### src/rtl/sfad_pkg.sv
`timescale 1ns / 1ps
// ----------------------------------------------------------------------------
// sfad_pkg
// Shared types and constants for the serial frame to advertising data block.
// ----------------------------------------------------------------------------
package sfad_pkg;

  localparam logic [7:0] SYNC_A      = 8'h4E;
  localparam logic [7:0] SYNC_B      = 8'h44;
  localparam logic [7:0] TYPE_INJECT = 8'h01;
  localparam logic [7:0] AD_MANUF    = 8'hFF;
  localparam logic [7:0] AD_LEN_ADD  = 8'd3;

  // Largest payload that is wrapped; the length byte len+3 must fit 8 bits.
  localparam int unsigned MAX_PAYLOAD = 240;

  // Header is four bytes: length, manufacturer type, two signature bytes.
  localparam int unsigned HDR_BYTES = 4;
  localparam int unsigned HDR_IDX_W = $clog2(HDR_BYTES);
  localparam logic [HDR_IDX_W-1:0] HDR_LEN_IDX   = HDR_IDX_W'(0);
  localparam logic [HDR_IDX_W-1:0] HDR_MANUF_IDX = HDR_IDX_W'(1);
  localparam logic [HDR_IDX_W-1:0] HDR_SIGB_IDX  = HDR_IDX_W'(2);
  localparam logic [HDR_IDX_W-1:0] HDR_LAST_IDX  = HDR_IDX_W'(HDR_BYTES - 1);

  // Result queue, power of two deep.
  localparam int unsigned QUEUE_DEPTH = 4;
  localparam int unsigned QPTR_W      = $clog2(QUEUE_DEPTH);

  // Parser phases, one-hot.
  typedef enum logic [5:0] {
    PH_HUNT_A = 6'b000001,
    PH_HUNT_B = 6'b000010,
    PH_TYPE   = 6'b000100,
    PH_LEN_LO = 6'b001000,
    PH_LEN_HI = 6'b010000,
    PH_BODY   = 6'b100000
  } phase_t;

  // One queued result: a whole header (expanded at the output) or one byte.
  typedef struct packed {
    logic       is_hdr;
    logic [7:0] data;
    logic       last;
  } entry_t;

  // Push request from the parser to the result queue.
  typedef struct packed {
    logic   push;
    entry_t entry;
  } push_t;

endpackage

### src/rtl/sfad_parse.sv
`timescale 1ns / 1ps
// ----------------------------------------------------------------------------
// sfad_parse
// Sync/type/length frame parser; one byte per transfer, emits queue pushes.
// ----------------------------------------------------------------------------
module sfad_parse #(
  parameter int unsigned BUFFER_BYTES = 512
) (
  input  logic              clk,
  input  logic              rst,
  input  logic              fire,
  input  logic [7:0]        rx_byte,
  input  logic              enable,
  output sfad_pkg::push_t   push
);
  import sfad_pkg::*;

  localparam int unsigned LEFT_W = $clog2(BUFFER_BYTES - 4);
  localparam logic [15:0] LEN_BOUND = 16'(BUFFER_BYTES - 5);
  localparam logic [15:0] LEN_FWD   = 16'(MAX_PAYLOAD);

  phase_t              phase, phase_next;
  logic                inject, inject_next;
  logic [7:0]          len_lo, len_lo_next;
  logic [LEFT_W-1:0]   bytes_left, bytes_left_next;
  logic                forwarding, forwarding_next;
  logic [15:0]         len;
  logic                last_byte;

  assign len       = {rx_byte, len_lo};
  assign last_byte = (bytes_left <= LEFT_W'(1));

  always_comb begin
    phase_next      = phase;
    inject_next     = inject;
    len_lo_next     = len_lo;
    bytes_left_next = bytes_left;
    forwarding_next = forwarding;
    push            = '0;
    case (phase)
      PH_HUNT_B: begin
        if (rx_byte == SYNC_B) begin
          phase_next = PH_TYPE;
        end else if (rx_byte == SYNC_A) begin
          phase_next = PH_HUNT_B;
        end else begin
          phase_next = PH_HUNT_A;
        end
      end
      PH_TYPE: begin
        inject_next = (rx_byte == TYPE_INJECT);
        phase_next  = PH_LEN_LO;
      end
      PH_LEN_LO: begin
        len_lo_next = rx_byte;
        phase_next  = PH_LEN_HI;
      end
      PH_LEN_HI: begin
        forwarding_next = 1'b0;
        if (len > LEN_BOUND || len == 16'd0) begin
          // drop oversized or empty frames, resume the hunt
          bytes_left_next = '0;
          phase_next      = PH_HUNT_A;
        end else begin
          bytes_left_next = LEFT_W'(len);
          phase_next      = PH_BODY;
          if (enable && inject && len <= LEN_FWD) begin
            forwarding_next   = 1'b1;
            push.push         = fire;
            push.entry.is_hdr = 1'b1;
            push.entry.data   = len[7:0] + AD_LEN_ADD;
            push.entry.last   = 1'b0;
          end
        end
      end
      PH_BODY: begin
        if (forwarding) begin
          push.push         = fire;
          push.entry.is_hdr = 1'b0;
          push.entry.data   = rx_byte;
          push.entry.last   = last_byte;
        end
        if (last_byte) begin
          bytes_left_next = '0;
          forwarding_next = 1'b0;
          phase_next      = PH_HUNT_A;
        end else begin
          bytes_left_next = bytes_left - LEFT_W'(1);
        end
      end
      default: begin
        phase_next = (rx_byte == SYNC_A) ? PH_HUNT_B : PH_HUNT_A;
      end
    endcase
  end

  always_ff @(posedge clk) begin
    if (rst) begin
      phase      <= PH_HUNT_A;
      inject     <= 1'b0;
      len_lo     <= '0;
      bytes_left <= '0;
      forwarding <= 1'b0;
    end else if (fire) begin
      phase      <= phase_next;
      inject     <= inject_next;
      len_lo     <= len_lo_next;
      bytes_left <= bytes_left_next;
      forwarding <= forwarding_next;
    end
  end

  a_fwd_in_body: assert property (@(posedge clk) disable iff (rst)
    forwarding |-> phase == PH_BODY)
    else $error("forwarding set outside payload phase");

  a_left_nonzero: assert property (@(posedge clk) disable iff (rst)
    phase == PH_BODY |-> bytes_left != '0)
    else $error("payload phase with no bytes left");

  a_push_fire: assert property (@(posedge clk) disable iff (rst)
    push.push |-> fire)
    else $error("push without an accepted byte");

endmodule

### src/rtl/sfad_outq.sv
`timescale 1ns / 1ps
// ----------------------------------------------------------------------------
// sfad_outq
// Small result queue; a header entry expands into four output bytes.
// ----------------------------------------------------------------------------
module sfad_outq (
  input  logic             clk,
  input  logic             rst,
  input  sfad_pkg::push_t  push,
  output logic             full,
  output logic             out_valid,
  input  logic             out_stall,
  output logic [7:0]       ad_byte,
  output logic             first_of_ad,
  output logic             last_of_ad
);
  import sfad_pkg::*;

  entry_t                entries [QUEUE_DEPTH];
  logic [QPTR_W-1:0]     wr_ptr;
  logic [QPTR_W-1:0]     rd_ptr;
  logic [QPTR_W:0]       count;
  logic [HDR_IDX_W-1:0]  sub;
  entry_t                head;
  logic                  out_fire;
  logic                  pop;

  assign head      = entries[rd_ptr];
  assign full      = (count == (QPTR_W+1)'(QUEUE_DEPTH));
  assign out_valid = (count != '0);
  assign out_fire  = out_valid && !out_stall;
  assign pop       = out_fire && (!head.is_hdr || sub == HDR_LAST_IDX);

  always_comb begin
    first_of_ad = 1'b0;
    last_of_ad  = 1'b0;
    ad_byte     = head.data;
    if (head.is_hdr) begin
      case (sub)
        HDR_LEN_IDX: begin
          first_of_ad = 1'b1;
        end
        HDR_MANUF_IDX: ad_byte = AD_MANUF;
        HDR_SIGB_IDX:  ad_byte = SYNC_B;
        default:       ad_byte = SYNC_A;
      endcase
    end else begin
      last_of_ad = head.last;
    end
  end

  always_ff @(posedge clk) begin
    if (push.push) begin
      entries[wr_ptr] <= push.entry;
    end
  end

  always_ff @(posedge clk) begin
    if (rst) begin
      wr_ptr <= '0;
      rd_ptr <= '0;
      count  <= '0;
      sub    <= '0;
    end else begin
      if (push.push) begin
        wr_ptr <= wr_ptr + QPTR_W'(1);
      end
      if (pop) begin
        rd_ptr <= rd_ptr + QPTR_W'(1);
        sub    <= '0;
      end else if (out_fire) begin
        // advance through the header bytes
        sub <= sub + HDR_IDX_W'(1);
      end
      case ({push.push, pop})
        2'b10:   count <= count + (QPTR_W+1)'(1);
        2'b01:   count <= count - (QPTR_W+1)'(1);
        default: count <= count;
      endcase
    end
  end

  a_no_overflow: assert property (@(posedge clk) disable iff (rst)
    push.push |-> !full)
    else $error("push into a full queue");

  a_count_bound: assert property (@(posedge clk) disable iff (rst)
    count <= (QPTR_W+1)'(QUEUE_DEPTH))
    else $error("queue count out of range");

  a_sub_header: assert property (@(posedge clk) disable iff (rst)
    sub != '0 |-> out_valid && head.is_hdr)
    else $error("header index set without a header at the head");

endmodule

### src/rtl/serial_frame_to_ad_wrapper_core.sv
`timescale 1ns / 1ps
// ----------------------------------------------------------------------------
// serial_frame_to_ad_wrapper_core
// Deframes sync/type/length serial frames and wraps inject payloads as
// manufacturer advertising data.
// ----------------------------------------------------------------------------
//  Channel  | Handshake              | Payload
//  ---------+------------------------+-------------------------------------
//  config   | enable_we              | enable
//  input    | in_valid / in_stall    | rx_byte
//  output   | out_valid / out_stall  | ad_byte, first_of_ad, last_of_ad
//
//  One input byte per cycle unless the queue is full; each byte is parsed
//  in the cycle it transfers and its results land in a four-entry result
//  queue. A forwarded header expands into four output bytes, so the input
//  stalls only once the queue is full; the output side sets the sustained
//  rate. Synchronous reset returns the parser to the sync hunt, empties the
//  queue and clears enable.
// ----------------------------------------------------------------------------
module serial_frame_to_ad_wrapper_core #(
  parameter int unsigned BUFFER_BYTES = 512
) (
  input  logic       clk,
  input  logic       rst,
  input  logic       enable_we,
  input  logic       enable,
  input  logic       in_valid,
  output logic       in_stall,
  input  logic [7:0] rx_byte,
  output logic       out_valid,
  input  logic       out_stall,
  output logic [7:0] ad_byte,
  output logic       first_of_ad,
  output logic       last_of_ad
);
  import sfad_pkg::*;

  logic  enable_reg;
  logic  full;
  logic  in_fire;
  push_t push;

  assign in_stall = full;
  assign in_fire  = in_valid && !full;

  always_ff @(posedge clk) begin
    if (rst) begin
      enable_reg <= 1'b0;
    end else if (enable_we) begin
      enable_reg <= enable;
    end
  end

  sfad_parse #(
    .BUFFER_BYTES (BUFFER_BYTES)
  ) u_parse (
    .clk     (clk),
    .rst     (rst),
    .fire    (in_fire),
    .rx_byte (rx_byte),
    .enable  (enable_reg),
    .push    (push)
  );

  sfad_outq u_outq (
    .clk         (clk),
    .rst         (rst),
    .push        (push),
    .full        (full),
    .out_valid   (out_valid),
    .out_stall   (out_stall),
    .ad_byte     (ad_byte),
    .first_of_ad (first_of_ad),
    .last_of_ad  (last_of_ad)
  );

endmodule

### config.mk
export PLATFORM = sky130hd
export DESIGN_NAME = serial_frame_to_ad_wrapper_core
export DESIGN_NICKNAME = d
export VERILOG_FILES = /design/src/rtl/sfad_pkg.sv /design/src/rtl/sfad_parse.sv /design/src/rtl/sfad_outq.sv /design/src/rtl/serial_frame_to_ad_wrapper_core.sv
export SDC_FILE = /design/constraint.sdc
export NUM_CORES = 1
export LEC_CHECK = 0
export BUFFER_PORTS_ARGS = -buffer_cell sky130_fd_sc_hd__buf_4
export CAP_MARGIN = 20
export CORE_MARGIN = 2
export CORE_UTILIZATION = 45
export DETAILED_ROUTE_END_ITERATION = 6
export PLACE_DENSITY_LB_ADDON = 0.05
export SETUP_SLACK_MARGIN = 0.3
export SLEW_MARGIN = 20
export SYNTH_ARGS = -nofsm -noshare
export SYNTH_HDL_FRONTEND = slang
export SYNTH_HIERARCHICAL = 1
export SYNTH_SLANG_ARGS = --single-unit
### constraint.sdc
create_clock -name clk -period 4.7 [get_ports clk]
set_input_delay 0.94 -clock clk [delete_from_list [all_inputs] [get_ports clk]]
set_output_delay 0.94 -clock clk [all_outputs]
set_load 0.05 [all_outputs]
# [Word level (Yosys, flattened, before mapping)]
# Memories as Yosys holds them, arrays and structs flattened. A register that Yosys moved wholly into a read port is not among the register bits.
# Cells that the tools add are included.
[word_totals] register_bits=35 ram_bits=40 input_bits=14 output_inout_bits=12 wordCells=83 mem_count=1
[mem_list] name="u_outq.entries" depth=4 word_bits=10 rd=1 rd_ports_with_merged_regs=1 write_ports=1 line="sfad_outq.sv:19" source="entry_t entries [QUEUE_DEPTH];"
[classes] addsub=7 n_lt_le_gt_ge=3 n_eq_ne=15 n_mux=26 reduce_logical=21
[ops] operator="11-bit two-way mux" n=3
[ops] operator="6-bit case mux with 5 select lines" n=1
[ops] operator="8-bit case mux with 3 select lines" n=1
[ops] operator="11-bit case mux with 2 select lines" n=1
[ops] operator="6-bit two-way mux" n=3
[ops] operator="9-bit two-way mux" n=2
[ops] operator="9-bit case mux with 2 select lines" n=1
[ops] operator="8-bit by 7-bit equality test with 1-bit output (second input constant)" n=2
[ops] operator="16-bit by 9-bit > comparator with 1-bit output (second input constant)" n=1
[ops] operator="16-bit by 8-bit <= comparator with 1-bit output (second input constant)" n=1
[ops] operator="16-bit logical NOT" n=1
[ops] operator="9-bit by 1-bit <= comparator with 1-bit output (second input constant)" n=1
[ops] operator="9-bit by 1-bit subtractor with 9-bit output (second input constant)" n=1
[ops] operator="8-bit by 2-bit adder with 8-bit output (second input constant)" n=1
[ops] operator="8-bit by 1-bit equality test with 1-bit output (second input constant)" n=1
[ops] operator="1-bit two-way mux" n=8
[ops] operator="8-bit two-way mux" n=1
[ops] operator="2-bit AND reduction" n=4
[ops] operator="2-bit by 1-bit adder with 2-bit output (second input constant)" n=3
[ops] operator="2-bit equality test (second input constant)" n=3
[ops] operator="6-bit by 2-bit equality test with 1-bit output (second input constant)" n=1
[ops] operator="6-bit by 3-bit equality test with 1-bit output (second input constant)" n=1
[ops] operator="6-bit by 4-bit equality test with 1-bit output (second input constant)" n=1
[ops] operator="6-bit by 5-bit equality test with 1-bit output (second input constant)" n=1
[ops] operator="other kinds (17)" n=28

# [Logic depth before layout (Yosys ltp)]
[logic_depth] word_depth=8 ltp_mapped=14 mapped_depth_nobuf=13

# [Modules after synthesis]
# The synthesis kept the hierarchy.
[by_module_without_submodules] module="sfad_outq" n_inst=1 cells_each=146 area_each_um2=2250.9 seq_area_each_um2=1421.4
[by_module_without_submodules] module="sfad_parse" n_inst=1 cells_each=213 area_each_um2=1619.1 seq_area_each_um2=500.5
[by_module_without_submodules] module="serial_frame_to_ad_wrapper_core" n_inst=1 cells_each=4 area_each_um2=40.0 seq_area_each_um2=20.0

# [Worst setup path before layout]
# No wires, ideal clock.
[synth_path] path_kind="input -> register" from="in rx_byte[1]" to="reg u_outq.count[2]" setup_time_ps=71 t_arrival_ps=3959 required_time_ps=4629 path_slack_ps=670 path_stages=13 path_buffers=1 path_cell_list="or4_1 > or4_1 > buf_2 > nor3_4 > nand3_2 > a21oi_1 > inv_1 > ha_1 > inv_1 > fa_1 > xor2_1 > or3_1 > a21oi_1"
[synth_lines] item="from (decl)" line="serial_frame_to_ad_wrapper_core.sv:29" source="input logic [7:0] rx_byte,"
[synth_lines] item="to (signal assigned)" line="sfad_outq.sv:76" source="2'b10: count <= count + (QPTR_W+1)'(1);"
[synth_lines] item="to (signal assigned)" line="sfad_outq.sv:77" source="2'b01: count <= count - (QPTR_W+1)'(1);"
[synth_lines] item="to (signal assigned)" line="sfad_outq.sv:78" source="default: count <= count;"
[synth_lines] item="to (decl)" line="sfad_outq.sv:22" source="logic [QPTR_W:0] count;"

==> impl_results.md <==
- Final period utilization: 82.25%
- Post-Synth XOR/XNOR Area: 3.136%
- Predominant post-synthesis flop cell: edfxtp_1
- Final clock skew: 0.007819 ns
- CP arrival: 4.15 ns
- FF-to-FF Start: u_parse/phase[3]
- Setup TNS: 0 ns
- Status: completed
- Via-per-instance ratio: 5.583
- Leakage: 1.489 nW
- Synthesis-stage register bit count: 77
- Port Buffers: 25
- Post-route minimum period: 3.866 ns
- Critical path buffers and inverters: 3
- RSZ-0062 raised after global routing: false
- Compound-Gate Fraction of Synth Area: 10.46%
- Peak VDD IR: 0.0001468 V
- Max-slew headroom: 50.82%
- Reg with most FFs: u_outq/entries
- Worst-path fanout max: 10
- Yosys cell types: 59
- CP startpoint kind: primary input
- Crit end category: register
- Final #Nets: 414
- Largest regs: u_outq/entries x40, u_parse/bytes_left x9, u_parse/len_lo x8
- Worst EP required: 4.98 ns
- TritonCTS clock tree: done
- CTS Sinks: 77
- Max Fclk: 258.7 MHz
- Gr usage total: 17.70%
- Hold Buf Count CTS: 0
- Grt ovf: 0
- FILL cells: 785
- Slowest CP cell: or4_1
- Post-synthesis sequential area ratio: 49.66%
- Gr busiest metal: met2
- DRT Pass-1 Iters: 4
- Clk_lat worst skew: 0.35 ns
- Worst Hold End: u_parse/inject
- Worst r2r path cells: 13
- 1st-iter DRT viols: 88
- Power per Cell Area: 281.3 nW/um^2
- Total power: 1.237 mW
- Vias in the first global route: 2681
- CP top delay family: simple AND/OR/NAND/NOR gates
- Max Slew Vio Count: 0
- Die W: 97.22 um
- Synthesized netlist net count: 389
- Critical path cell sequence: buf_4 -> or4_1 -> or4_1 -> nor4_2 -> nand3_2 -> a21oi_1 -> inv_1 -> ha_1 -> inv_1 -> fa_1 -> xor2_1 -> or3_1 -> a21oi_1
- Mean cell area of the mapped netlist: 10.77 um^2
- Clock transition at path regs: 0.08 ns
- Largest family of logic cells by synthesized area: simple AND/OR/NAND/NOR gates
- Drt drc: 0
- Fraction of registers with async set/reset: 0%
- Type of the worst setup path: primary input to register
- Met3 usage: 2.590%
- Via count: 2797
- Number of synthesized flops with an enable pin: 40
- CP max stage delay: 0.57 ns
- Worst slew pin tran: 0.7338 ns
- GRT met2 Usage: 28.85%
- FF-to-FF End: u_outq/count[2]
- HPWL after detailed placement: 5743 um
- Area of the mapped netlist: 3910 um^2
- WHS: 0.4533 ns
- Wire per inst: 15.73 um
- # setup viols final: 0
- Max-cap violations: 0
- First-pass GRT wire length: 13430 um
- Post-Synth Simple-Gate Area: 17.98%
- Placer Congestion: 0.8311
- Initial antenna violation count: 0
- Clock Root Buffer: clkbuf_8
- Hold WC Path Type: register to register
- Postcts setup bufs: 0
- Core Region: 8551 um^2
- Area delta synth->final: 12.48%
- Die height: 97.22 um
- Routed wire length: 7879 um
- Final hold vios: 0
- Max FFs per register: 40
- # IOs: 26
- Resized cells post-CTS: 0
- Cts bufs inserted: 9
- Row cnt: 34
- Antenna cells: 0
- Hold Crit Depth: 2
- Hold path startpoint: u_parse/inject
- Die area: 9451 um^2
- Share of post-route cells with drive strength above 1: 15.27%
- GR Util met1: 23.57%
- R2R setup slack: 1.37 ns
- Antenna-violating nets left: 0
- Largest net degree at the start of global routing: 40
- H-Tree Depth: 3
- Syn Inst Count: 363
- Proportion of synthesized area in mux cells: 10.53%
- Synth warnings: 6
- Initial Utilization: 45.73%
- Adder-cell share of the synthesized area: 4.032%
- Buffer depth of the longest clock path: 2
[where the power goes]
group	switching, mW	internal [mW]
Clock	0.260	0.252
Combinational	0.0150	0.0103
Sequential	0.000479	0.699
[synth_stat cells, types with 3 or more instances]
cell type	instances	share of area (%)
or4_1	3	0.58
xor2_1	11	2.5
inv_1	26	2.5
nor2b_1	6	0.96
a21oi_1	15	1.9
o21ai_1	13	1.7
nor2_1	36	3.5
nand3_1	11	1.4
xnor2_1	3	0.67
nor4_1	7	1.1
o21ai_0	8	1.0
or3_1	4	0.64
dfxtp_1	37	19
nor3_1	8	1.0
clkbuf_1	10	0.96
edfxtp_1	40	31
nand2b_1	3	0.48
a32oi_1	4	0.90
and2_1	5	0.80
nand4_1	5	0.80
nand2_1	26	2.5
and3_1	3	0.48
mux2_1	3	0.86
mux2i_1	10	2.6
ha_1	11	3.5
mux4_1	9	6.0
a31oi_1	4	0.64
a211oi_1	5	0.96
[metal layers]
layer / share of wire (%) / routed length [um]
met3: 3.4 / 265
met2: 48 / 3786
met1: 46 / 3616
met4: 2.7 / 210
met5: 0 / 0
[kinds of logic (layout without fill, tap and decap cells)]
kind of cell	Yosys count	count (layout)
AOI/OAI and AO/OA	62	62
buffers and inverters	41	71
muxes	25	25
DFF	77	77
xor gates and xnor gates	14	14
and+or+nand+nor	132	132
adders and majority gates	12	12
[how the worst max path moves through the flow]
stage | startpoint | end | slack [ns] | cells after the start
6_report | rx_byte[1] | u_outq/count[2] | 0.83 | 13
5_1_grt | rx_byte[1] | u_outq/count[2] | 0.59 | 13
4_1_cts | rx_byte[1] | u_outq/count[2] | 0.80 | 13
3_5_place_dp | rx_byte[1] | u_outq/count[2] | 0.43 | 13
3_3_place_gp | rx_byte[1] | u_outq/count[2] | 0.56 | 13
2_1_floorplan | rx_byte[1] | u_outq/count[2] | 0.67 | 13
[area by class of cell]
class                      count  area (um^2)  area share (%)
clock buffer                   9        123.9           2.817
multi-input combinational    245         1804           41.02
sequential                    77         1942           44.15
timing repair buffer          28        210.2           4.780
clock inverter                 7        81.33           1.849
inverter                      27        101.3           2.304
tap                          108        135.1           3.073
[cells in the final DEF, fill, tap and decap left out, types with 9 or more instances in the layout]
cell type / n
clkbuf_8: 9
nand3_1: 11
mux4_1: 9
buf_4: 28
a21oi_1: 15
o21ai_1: 13
nor2_1: 36
nand2_1: 26
inv_1: 26
ha_1: 11
dfxtp_1: 37
edfxtp_1: 40
xor2_1: 11
mux2i_1: 10
[worst min-delay path: cells and delay by family (launching register included)]
family | cells | cell delay (ns)
AOI/OAI and AO/OA | 1 | 0.05
DFF | 1 | 0.31
and+or+nand+nor | 1 | 0.05
[per-stage QoR]
| stage | util (%) | worst slack, ns | instance area [um^2] | instances |
|---|---|---|---|---|
| finish | 51.43 | 0.8345 | 4398 | 501 |
| global route | 51.43 | 0.5859 | 4398 | 501 |
| CTS | 51.43 | 0.7987 | 4398 | 501 |
| detailed placement | 49.03 | 0.4304 | 4193 | 485 |
| global placement | 49.03 | 0.5567 | 4193 | 485 |
| floorplan | - | 0.6705 | 3910 | 363 |
Note: power is estimated with default switching activity, not from simulation.
